[config.mk]
export PLATFORM = sky130hd
export DESIGN_NAME = rc4_stream_cipher_top
export DESIGN_NICKNAME = d
export VERILOG_FILES = /design/src/hw/rtl/rc4_pkg.sv /design/src/hw/rtl/rc4_ram.sv /design/src/hw/rtl/rc4_stream_cipher_top.sv
export SDC_FILE = /design/constraint.sdc
export NUM_CORES = 2
export LEC_CHECK = 0
export BUFFER_PORTS_ARGS = -buffer_cell sky130_fd_sc_hd__buf_2
export CAP_MARGIN = 15
export CORE_UTILIZATION = 25
export CTS_CLUSTER_SIZE = 8
export DETAILED_ROUTE_END_ITERATION = 7
export MAX_ROUTING_LAYER = met4
export PLACE_DENSITY = 0.51
export SLEW_MARGIN = 20
export SYNTH_ARGS = -nofsm -noshare
export SYNTH_HDL_FRONTEND = slang
export SYNTH_HIERARCHICAL = 1
export SYNTH_SLANG_ARGS = --single-unit
[constraint.sdc]
create_clock -name aclk -period 15.4 [get_ports aclk]
set_input_delay 1.54 -clock aclk [delete_from_list [all_inputs] [get_ports aclk]]
set_output_delay 1.54 -clock aclk [all_outputs]
set_load 0.01 [all_outputs]
[src/hw/rtl/rc4_pkg.sv]
// Shared types and constants for the RC4 stream cipher block.
// No dependencies; used by the top level.
`timescale 1ns / 1ps

package rc4_pkg;

    // Byte and table geometry
    localparam int BYTE_W      = 8;
    localparam int TABLE_DEPTH = 256;
    localparam int KEY_MAX_LEN = 16;
    localparam int KPOS_W      = $clog2(KEY_MAX_LEN);
    localparam int KLEN_W      = 5;
    localparam int CFG_IDX_W   = 2;
    localparam int CFG_DATA_W  = 64;

    // Configuration register indexes
    typedef enum logic [CFG_IDX_W-1:0] {
        CFG_KEY_LOW    = 2'd0,
        CFG_KEY_HIGH   = 2'd1,
        CFG_KEY_LENGTH = 2'd2
    } cfg_index_t;

    // Sequencer states, one-hot
    typedef enum logic [10:0] {
        ST_IDLE   = 11'b000_0000_0001,
        ST_KS_RDN = 11'b000_0000_0010,
        ST_KS_RDJ = 11'b000_0000_0100,
        ST_KS_WRN = 11'b000_0000_1000,
        ST_KS_WRJ = 11'b000_0001_0000,
        ST_PR_RDI = 11'b000_0010_0000,
        ST_PR_RDJ = 11'b000_0100_0000,
        ST_PR_WRI = 11'b000_1000_0000,
        ST_PR_WRJ = 11'b001_0000_0000,
        ST_PR_RDT = 11'b010_0000_0000,
        ST_PR_OUT = 11'b100_0000_0000
    } state_t;

endpackage

[src/hw/rtl/rc4_ram.sv]
// Generic single-port RAM with registered read data.
// No dependencies; instantiated by the top level for the permutation table.
`timescale 1ns / 1ps

module rc4_ram #(
    parameter int WIDTH = 8,
    parameter int DEPTH = 256
) (
    input  logic                     aclk,
    input  logic                     en,
    input  logic                     we,
    input  logic [$clog2(DEPTH)-1:0] addr,
    input  logic [WIDTH-1:0]         wdata,
    output logic [WIDTH-1:0]         rdata
);

    logic [WIDTH-1:0] mem [DEPTH];
    logic [WIDTH-1:0] rdata_reg;

    // Write on we, read otherwise; read data holds while idle
    always_ff @(posedge aclk) begin
        if (en) begin
            if (we) begin
                mem[addr] <= wdata;
            end else begin
                rdata_reg <= mem[addr];
            end
        end
    end

    assign rdata = rdata_reg;

endmodule

[src/hw/rtl/rc4_stream_cipher_top.sv]
// RC4 stream cipher top level: config registers, sequencer, shared adder.
// Depends on rc4_pkg and rc4_ram.
`timescale 1ns / 1ps

// Usage
//   s_* channel: one word per data byte. s_tdata carries the byte, s_tuser
//   marks the first byte of a new message; such a word first runs the key
//   schedule (identity table, indices cleared) over the current key.
//   m_* channel: one word per input word, the byte XORed with the keystream.
//   cfg_* channel: register writes (index 0 key_low, 1 key_high,
//   2 key_length); always ready, write only while no word is in flight.
// Sequencing
//   A data byte runs through PR_RDI, PR_RDJ, PR_WRI, PR_WRJ, PR_RDT and
//   PR_OUT before the next word is accepted; m_tvalid rises once PR_OUT
//   loads the output register. A word with s_tuser set first runs the
//   key schedule: 256 steps of KS_RDN, KS_RDJ, KS_WRN and KS_WRJ. Every
//   access takes the single RAM port in turn; the 8-bit adder is shared.
// Reset
//   aresetn (synchronous, low) restores the key registers, clears both
//   indices and marks the whole table as identity at once; no fill pass.
// Stall
//   A finished word sits in the output register; the next word is accepted
//   meanwhile, and its result waits until the previous one is taken.
module rc4_stream_cipher_top (
    input  logic                             aclk,
    input  logic                             aresetn,
    // input byte stream
    input  logic                             s_tvalid,
    output logic                             s_tready,
    input  logic [7:0]                       s_tdata,   // [7:0] data_byte
    input  logic [0:0]                       s_tuser,   // [0] new_message
    // output byte stream
    output logic                             m_tvalid,
    input  logic                             m_tready,
    output logic [7:0]                       m_tdata,   // [7:0] out_byte
    // configuration writes
    input  logic                             cfg_valid,
    output logic                             cfg_ready,
    input  logic [rc4_pkg::CFG_IDX_W-1:0]    cfg_index,
    input  logic [rc4_pkg::CFG_DATA_W-1:0]   cfg_data
);

    localparam int BW = rc4_pkg::BYTE_W;
    localparam int AW = $clog2(rc4_pkg::TABLE_DEPTH);

    rc4_pkg::state_t state_reg, state_next;

    logic [rc4_pkg::CFG_DATA_W-1:0] key_low_reg, key_high_reg;
    logic [rc4_pkg::KLEN_W-1:0]     key_len_reg;

    logic [AW-1:0]                  n_reg, n_next;
    logic [rc4_pkg::KPOS_W-1:0]     kpos_reg, kpos_next;
    logic [AW-1:0]                  idx_i_reg, idx_i_next;
    logic [AW-1:0]                  idx_j_reg, idx_j_next;
    logic [BW-1:0]                  si_reg, si_next;
    logic [BW-1:0]                  sj_reg, sj_next;
    logic [BW-1:0]                  data_reg, data_next;
    logic [BW-1:0]                  out_reg, out_next;
    logic                           m_valid_reg, m_valid_next;
    logic [rc4_pkg::TABLE_DEPTH-1:0] valid_reg, valid_next;
    logic [AW-1:0]                  rd_addr_reg, rd_addr_next;

    logic                           ram_en, ram_we;
    logic [AW-1:0]                  ram_addr;
    logic [BW-1:0]                  ram_wdata, ram_rdata;
    logic [BW-1:0]                  rd_fix;

    logic [BW-1:0]                  add_a, add_b, add_c, add_sum;
    logic [2*rc4_pkg::CFG_DATA_W-1:0] key_all;
    logic [BW-1:0]                  key_byte;
    logic [rc4_pkg::KLEN_W-1:0]     len_used;
    logic [rc4_pkg::KLEN_W-1:0]     kpos_inc;
    logic                           in_fire;
    logic                           out_free;

    rc4_ram #(
        .WIDTH(BW),
        .DEPTH(rc4_pkg::TABLE_DEPTH)
    ) u_perm (
        .aclk (aclk),
        .en   (ram_en),
        .we   (ram_we),
        .addr (ram_addr),
        .wdata(ram_wdata),
        .rdata(ram_rdata)
    );

    // Handshakes
    assign s_tready  = (state_reg == rc4_pkg::ST_IDLE);
    assign in_fire   = s_tvalid && s_tready;
    assign cfg_ready = 1'b1;
    assign m_tvalid  = m_valid_reg;
    assign m_tdata   = out_reg;
    assign out_free  = !m_valid_reg || m_tready;

    // Entries never written since the last clear read as their own index
    assign rd_fix = valid_reg[rd_addr_reg] ? ram_rdata : rd_addr_reg;

    // Key byte at the current schedule position, clamped key length
    assign key_all  = {key_high_reg, key_low_reg};
    assign key_byte = key_all[{kpos_reg, 3'b000} +: BW];
    always_comb begin
        if (key_len_reg == '0) begin
            len_used = rc4_pkg::KLEN_W'(1);
        end else if (key_len_reg > rc4_pkg::KLEN_W'(rc4_pkg::KEY_MAX_LEN)) begin
            len_used = rc4_pkg::KLEN_W'(rc4_pkg::KEY_MAX_LEN);
        end else begin
            len_used = key_len_reg;
        end
    end
    assign kpos_inc = {1'b0, kpos_reg} + rc4_pkg::KLEN_W'(1);

    // Shared adder: operands chosen by state
    always_comb begin
        add_a = idx_j_reg;
        add_b = rd_fix;
        add_c = '0;
        unique case (state_reg)
            rc4_pkg::ST_KS_RDJ: add_c = key_byte;
            rc4_pkg::ST_PR_RDT: begin
                add_a = si_reg;
                add_b = sj_reg;
            end
            default: ;
        endcase
    end
    assign add_sum = add_a + add_b + add_c;

    // Sequencer and datapath next values
    always_comb begin
        state_next   = state_reg;
        n_next       = n_reg;
        kpos_next    = kpos_reg;
        idx_i_next   = idx_i_reg;
        idx_j_next   = idx_j_reg;
        si_next      = si_reg;
        sj_next      = sj_reg;
        data_next    = data_reg;
        out_next     = out_reg;
        m_valid_next = m_valid_reg && !m_tready;
        valid_next   = valid_reg;
        rd_addr_next = rd_addr_reg;
        ram_en       = 1'b0;
        ram_we       = 1'b0;
        ram_addr     = n_reg;
        ram_wdata    = rd_fix;

        unique case (state_reg)
            rc4_pkg::ST_IDLE: begin
                if (in_fire) begin
                    data_next = s_tdata;
                    if (s_tuser[0]) begin
                        valid_next = '0;
                        n_next     = '0;
                        kpos_next  = '0;
                        idx_j_next = '0;
                        state_next = rc4_pkg::ST_KS_RDN;
                    end else begin
                        state_next = rc4_pkg::ST_PR_RDI;
                    end
                end
            end
            // Key schedule: read s[n]
            rc4_pkg::ST_KS_RDN: begin
                ram_en       = 1'b1;
                ram_addr     = n_reg;
                rd_addr_next = n_reg;
                state_next   = rc4_pkg::ST_KS_RDJ;
            end
            // Advance j by s[n] and the key byte, read s[j]
            rc4_pkg::ST_KS_RDJ: begin
                si_next      = rd_fix;
                idx_j_next   = add_sum;
                ram_en       = 1'b1;
                ram_addr     = add_sum;
                rd_addr_next = add_sum;
                state_next   = rc4_pkg::ST_KS_WRN;
            end
            // Write s[n] = old s[j]
            rc4_pkg::ST_KS_WRN: begin
                ram_en            = 1'b1;
                ram_we            = 1'b1;
                ram_addr          = n_reg;
                ram_wdata         = rd_fix;
                valid_next[n_reg] = 1'b1;
                state_next        = rc4_pkg::ST_KS_WRJ;
            end
            // Write s[j] = old s[n], step position
            rc4_pkg::ST_KS_WRJ: begin
                ram_en                = 1'b1;
                ram_we                = 1'b1;
                ram_addr              = idx_j_reg;
                ram_wdata             = si_reg;
                valid_next[idx_j_reg] = 1'b1;
                n_next                = n_reg + AW'(1);
                kpos_next = (kpos_inc >= len_used) ? '0 : kpos_inc[rc4_pkg::KPOS_W-1:0];
                if (n_reg == AW'(rc4_pkg::TABLE_DEPTH - 1)) begin
                    idx_i_next = '0;
                    idx_j_next = '0;
                    state_next = rc4_pkg::ST_PR_RDI;
                end else begin
                    state_next = rc4_pkg::ST_KS_RDN;
                end
            end
            // Keystream: advance i, read s[i]
            rc4_pkg::ST_PR_RDI: begin
                idx_i_next   = idx_i_reg + AW'(1);
                ram_en       = 1'b1;
                ram_addr     = idx_i_reg + AW'(1);
                rd_addr_next = idx_i_reg + AW'(1);
                state_next   = rc4_pkg::ST_PR_RDJ;
            end
            // Advance j by s[i], read s[j]
            rc4_pkg::ST_PR_RDJ: begin
                si_next      = rd_fix;
                idx_j_next   = add_sum;
                ram_en       = 1'b1;
                ram_addr     = add_sum;
                rd_addr_next = add_sum;
                state_next   = rc4_pkg::ST_PR_WRI;
            end
            // Write s[i] = old s[j]
            rc4_pkg::ST_PR_WRI: begin
                sj_next               = rd_fix;
                ram_en                = 1'b1;
                ram_we                = 1'b1;
                ram_addr              = idx_i_reg;
                ram_wdata             = rd_fix;
                valid_next[idx_i_reg] = 1'b1;
                state_next            = rc4_pkg::ST_PR_WRJ;
            end
            // Write s[j] = old s[i]
            rc4_pkg::ST_PR_WRJ: begin
                ram_en                = 1'b1;
                ram_we                = 1'b1;
                ram_addr              = idx_j_reg;
                ram_wdata             = si_reg;
                valid_next[idx_j_reg] = 1'b1;
                state_next            = rc4_pkg::ST_PR_RDT;
            end
            // Read s[s[i] + s[j]]
            rc4_pkg::ST_PR_RDT: begin
                ram_en       = 1'b1;
                ram_addr     = add_sum;
                rd_addr_next = add_sum;
                state_next   = rc4_pkg::ST_PR_OUT;
            end
            // Hold until the output register is free, then load the word
            rc4_pkg::ST_PR_OUT: begin
                if (out_free) begin
                    out_next     = data_reg ^ rd_fix;
                    m_valid_next = 1'b1;
                    state_next   = rc4_pkg::ST_IDLE;
                end
            end
            default: state_next = rc4_pkg::ST_IDLE;
        endcase
    end

    // Control and configuration registers
    always_ff @(posedge aclk) begin
        if (!aresetn) begin
            state_reg    <= rc4_pkg::ST_IDLE;
            idx_i_reg    <= '0;
            idx_j_reg    <= '0;
            m_valid_reg  <= 1'b0;
            valid_reg    <= '0;
            key_low_reg  <= '0;
            key_high_reg <= '0;
            key_len_reg  <= rc4_pkg::KLEN_W'(rc4_pkg::KEY_MAX_LEN);
        end else begin
            state_reg   <= state_next;
            idx_i_reg   <= idx_i_next;
            idx_j_reg   <= idx_j_next;
            m_valid_reg <= m_valid_next;
            valid_reg   <= valid_next;
            if (cfg_valid && cfg_ready) begin
                unique case (cfg_index)
                    rc4_pkg::CFG_KEY_LOW:    key_low_reg  <= cfg_data;
                    rc4_pkg::CFG_KEY_HIGH:   key_high_reg <= cfg_data;
                    rc4_pkg::CFG_KEY_LENGTH: key_len_reg  <= cfg_data[rc4_pkg::KLEN_W-1:0];
                    default: ;
                endcase
            end
        end
    end

    // Payload registers
    always_ff @(posedge aclk) begin
        n_reg       <= n_next;
        kpos_reg    <= kpos_next;
        si_reg      <= si_next;
        sj_reg      <= sj_next;
        data_reg    <= data_next;
        out_reg     <= out_next;
        rd_addr_reg <= rd_addr_next;
    end

endmodule
==> key figures <==
Run status
  – Status: complete, no violations

Yosys
  – Post-synth EDFFs: 2,108
  – Post-Synthesis Cells: between 6,000 and 7,000
  – Syn avg cell area: between 15 and 20 um2
  – Synthesized flop and latch total: 2,525
  – Synth area leader: edfxtp_1
  – Mapped Area: 103,000 um2
  – Synth Warn #: 6
  – Synth Flop Type: edfxtp_1
  – Async SR Flop Fraction: 0%
  – Area contributors post-synth: edfxtp_1 61%, mux4_2 13%, dfxtp_1 8.1%
  – Synth top area share: 61.43%
  – Seq/Total Area, Yosys: 69.53%
  – Post-Syn Nets: 6,540
  – Distinct cells, synth: slightly above 70

Power
  – Leak: 0.03600 uW
  – Peak supply drop: 0.00009001 V
  – Power Density: 132.1 nW/um2

GRT
  – Tot GR Track Use: 14.89%
  – Initial antenna violation count: 13
  – Largest net degree at the start of global routing: around 170
  – First-pass GRT wire length: 445,700 um
  – Vias in the first global route: 61,060
  – Global route total overflow: 0

Critical path
  – Worst EP arrival: between 10 and 15 ns
  – WS Path Type: reg2reg
  – CP Launch Type: register
  – CP required: 15.86 ns
  – Crit-path max FO: 41
  – CP max stage cell: nor2_1
  – Largest stage delay, worst path: 0.87 ns
  – CP Capture Type: register

STA
  – Skew final: 0.06942 ns
  – Fin Setup TNS: 0 ns
  – Slew margin rel.: between 10% and 20%
  – Final Slew Violations: 0
  – Worst-Margin Slew: 1.260 ns
  – Final Hold Fails: 0
  – Unrepaired setup endpoints after global routing: false
  – Fin crit period: 11.00 ns
  – Tcrit/Tclk final: a little under three quarters
  – Final setup fails: 0
  – Fmax: between 90 and 100 MHz

Job
  – Max-cap viol count: 0

Final layout
  – Design area: 119,200 um2
  – Area occupied by multi-input gates: ~30,000 um2
  – Area Growth Syn to Fin: 15.67%
  – Most common cell after layout, fill and taps aside: edfxtp_1
  – Layout cells sized above 1: 19.66%
  – Max FFs per register: between 2,000 and 2,500
  – Nets: 6,588
  – Sequential cell area: 71,650 um2
  – Fill cell count: between 40,000 and 50,000
  – Most frequent cells in the layout: 2,108 x edfxtp_1, 616 x mux4_2, 610 x nand2_1, 584 x nor2_1

Route
  – Routed wire length: just over 300,000 um
  – Post-DRT Antenna Nets: 0
  – Vias: 60,670
  – Via density: 5.056
  – Starting DRT DRC Count: 7,293
  – # DRC: 0
  – TritonRoute pass-1 iters: 5
  – Wire length per cell: between 20 and 30 um

Floorplan
  – DIE AREA: a little over 400,000 um2
  – Die H: 644.0 um
  – Rows: 235
  – I/O Pins: 91
  – CORE AREA: 409,900 um2
  – Initial core utilization: ~25%
  – Die span in x: 644.0 um

Place
  – Placed cell area: ~110,000 um2
  – IO buf count: 89
  – Hpwl dp: ~180,000 um
  – Final RePlAce weighted congestion: between 0.8 and 0.9

Worst hold path
  – Hold Crit Class: reg2reg

Clock tree
  – Post-CTS Setup Repair Bufs: 0
  – Htree depth: 5
  – CTS Buffer Depth: 4
  – Worst-path clk slew: 0.05 ns
  – CTS Root Cell: clkbuf_16
  – Worst-Skew Late Latency: 0.89 ns
  – CTS Buf Count: 359
  – CTS resizes: 0
  – CTS tree: yes
  – Hold Buf Count CTS: 0
  – Clock sink count: 2,525
## layer usage
metal  vias to the layer above  track usage (%)  share of wire [%]
met5                         -                -                  0
met4                         0            4.597                3.1
met3                       591            2.685                8.2
met2                      3055            22.77                 46
met1                     31550            20.10                 43
li1                      25480                -                  -
## critical path, delay by kind of cell (launching register included)
kind / cells / cell delay, ns
and+or+nand+nor: 6 / 3.52
AOI/OAI and AO/OA: 10 / 2.11
buffers and inverters: 3 / 1.61
adders and majority gates: 3 / 1.19
muxes: 2 / 1.10
xor gates and xnor gates: 2 / 0.55
DFF: 1 / 0.47
## synthesized netlist by cell type, drive strengths merged (3+ instances only)
master and instances:
dfxtp 417, nand2b 12, nand4b 6, a22oi 290, nor3 20, nor2b 49, a21o 11, nand3 53
nor3b 9, nor4 11, xnor2 22, inv 26, o41ai 32, nand4 21, a31oi 5, edfxtp 2108
a32oi 12, or4 3, mux4 616, a21boi 133, and2 13, or2 3, o221ai 239, a221oi 6
and3 23, clkbuf 396, ha 20, o21ai 36, and2b 3, or3 3, nor2 593, mux2i 16
nand2 631, xor2 7, nand3b 6, a21oi 428, buf 116, fa 8
## through the flow
stage	std cells	power (uW)	util, %	hold WS [ns]	worst slack (ns)
floorplan	6432	8495	-	0.4315	0.6469
global placement	11570	8923	26.73	0.4412	4.467
detailed placement	11570	8933	26.74	0.4495	4.532
CTS	11990	15910	29.06	0.4641	4.559
global route	12000	16230	29.08	0.4824	3.878
finish	12000	15750	29.08	0.4610	4.404
## worst paths after layout
kind                            cells after the start                            to                         from  slack (ns)
worst min-delay path                                2   valid_reg[194]$_SDFFE_PN0P_  valid_reg[194]$_SDFFE_PN0P_        0.46
worst max-delay path                               26  u_perm/mem[240][7]$_DFFE_PP_     rd_addr_reg[0]$_DFFE_PP_        4.40
worst min register to register                      2   valid_reg[194]$_SDFFE_PN0P_  valid_reg[194]$_SDFFE_PN0P_        0.46
worst max register to register                     26  u_perm/mem[240][7]$_DFFE_PP_     rd_addr_reg[0]$_DFFE_PP_        4.40
## where the power goes
part	total [uW]	internal (uW)	switching, uW	leakage (uW)
combinational	1310	436	871	0.00902
clock	6950	4190	2760	0.00466
sequential	7490	7470	26.4	0.0223
## layout make-up
class                   instances  area share, %
diodes                          7        0.01470
flip-flops and latches       2525          60.12
repair buffers                199          1.257
clock buffers                 405          7.816
clock inverters                18         0.1638
well taps                    5451          5.723
multi-input cells            3369          24.83
inverters                      26        0.08189
## cell families (layout without fill, tap and decap cells)
family                   Yosys count  in the layout  synth area share, %
flip-flops                      2525           2525                69.53
AND/OR/NAND/NOR                 1467           1467                5.965
AO/OA/AOI/OAI                   1211           1211                8.069
multiplexers                     632            632                13.62
buffers and inverters            538            648                2.141
XOR/XNOR                          30             30               0.2696
adder cells (fa/ha/maj)           28             28               0.3983
other                              1              8             0.003639
Note: power is estimated with default switching activity, not from simulation.
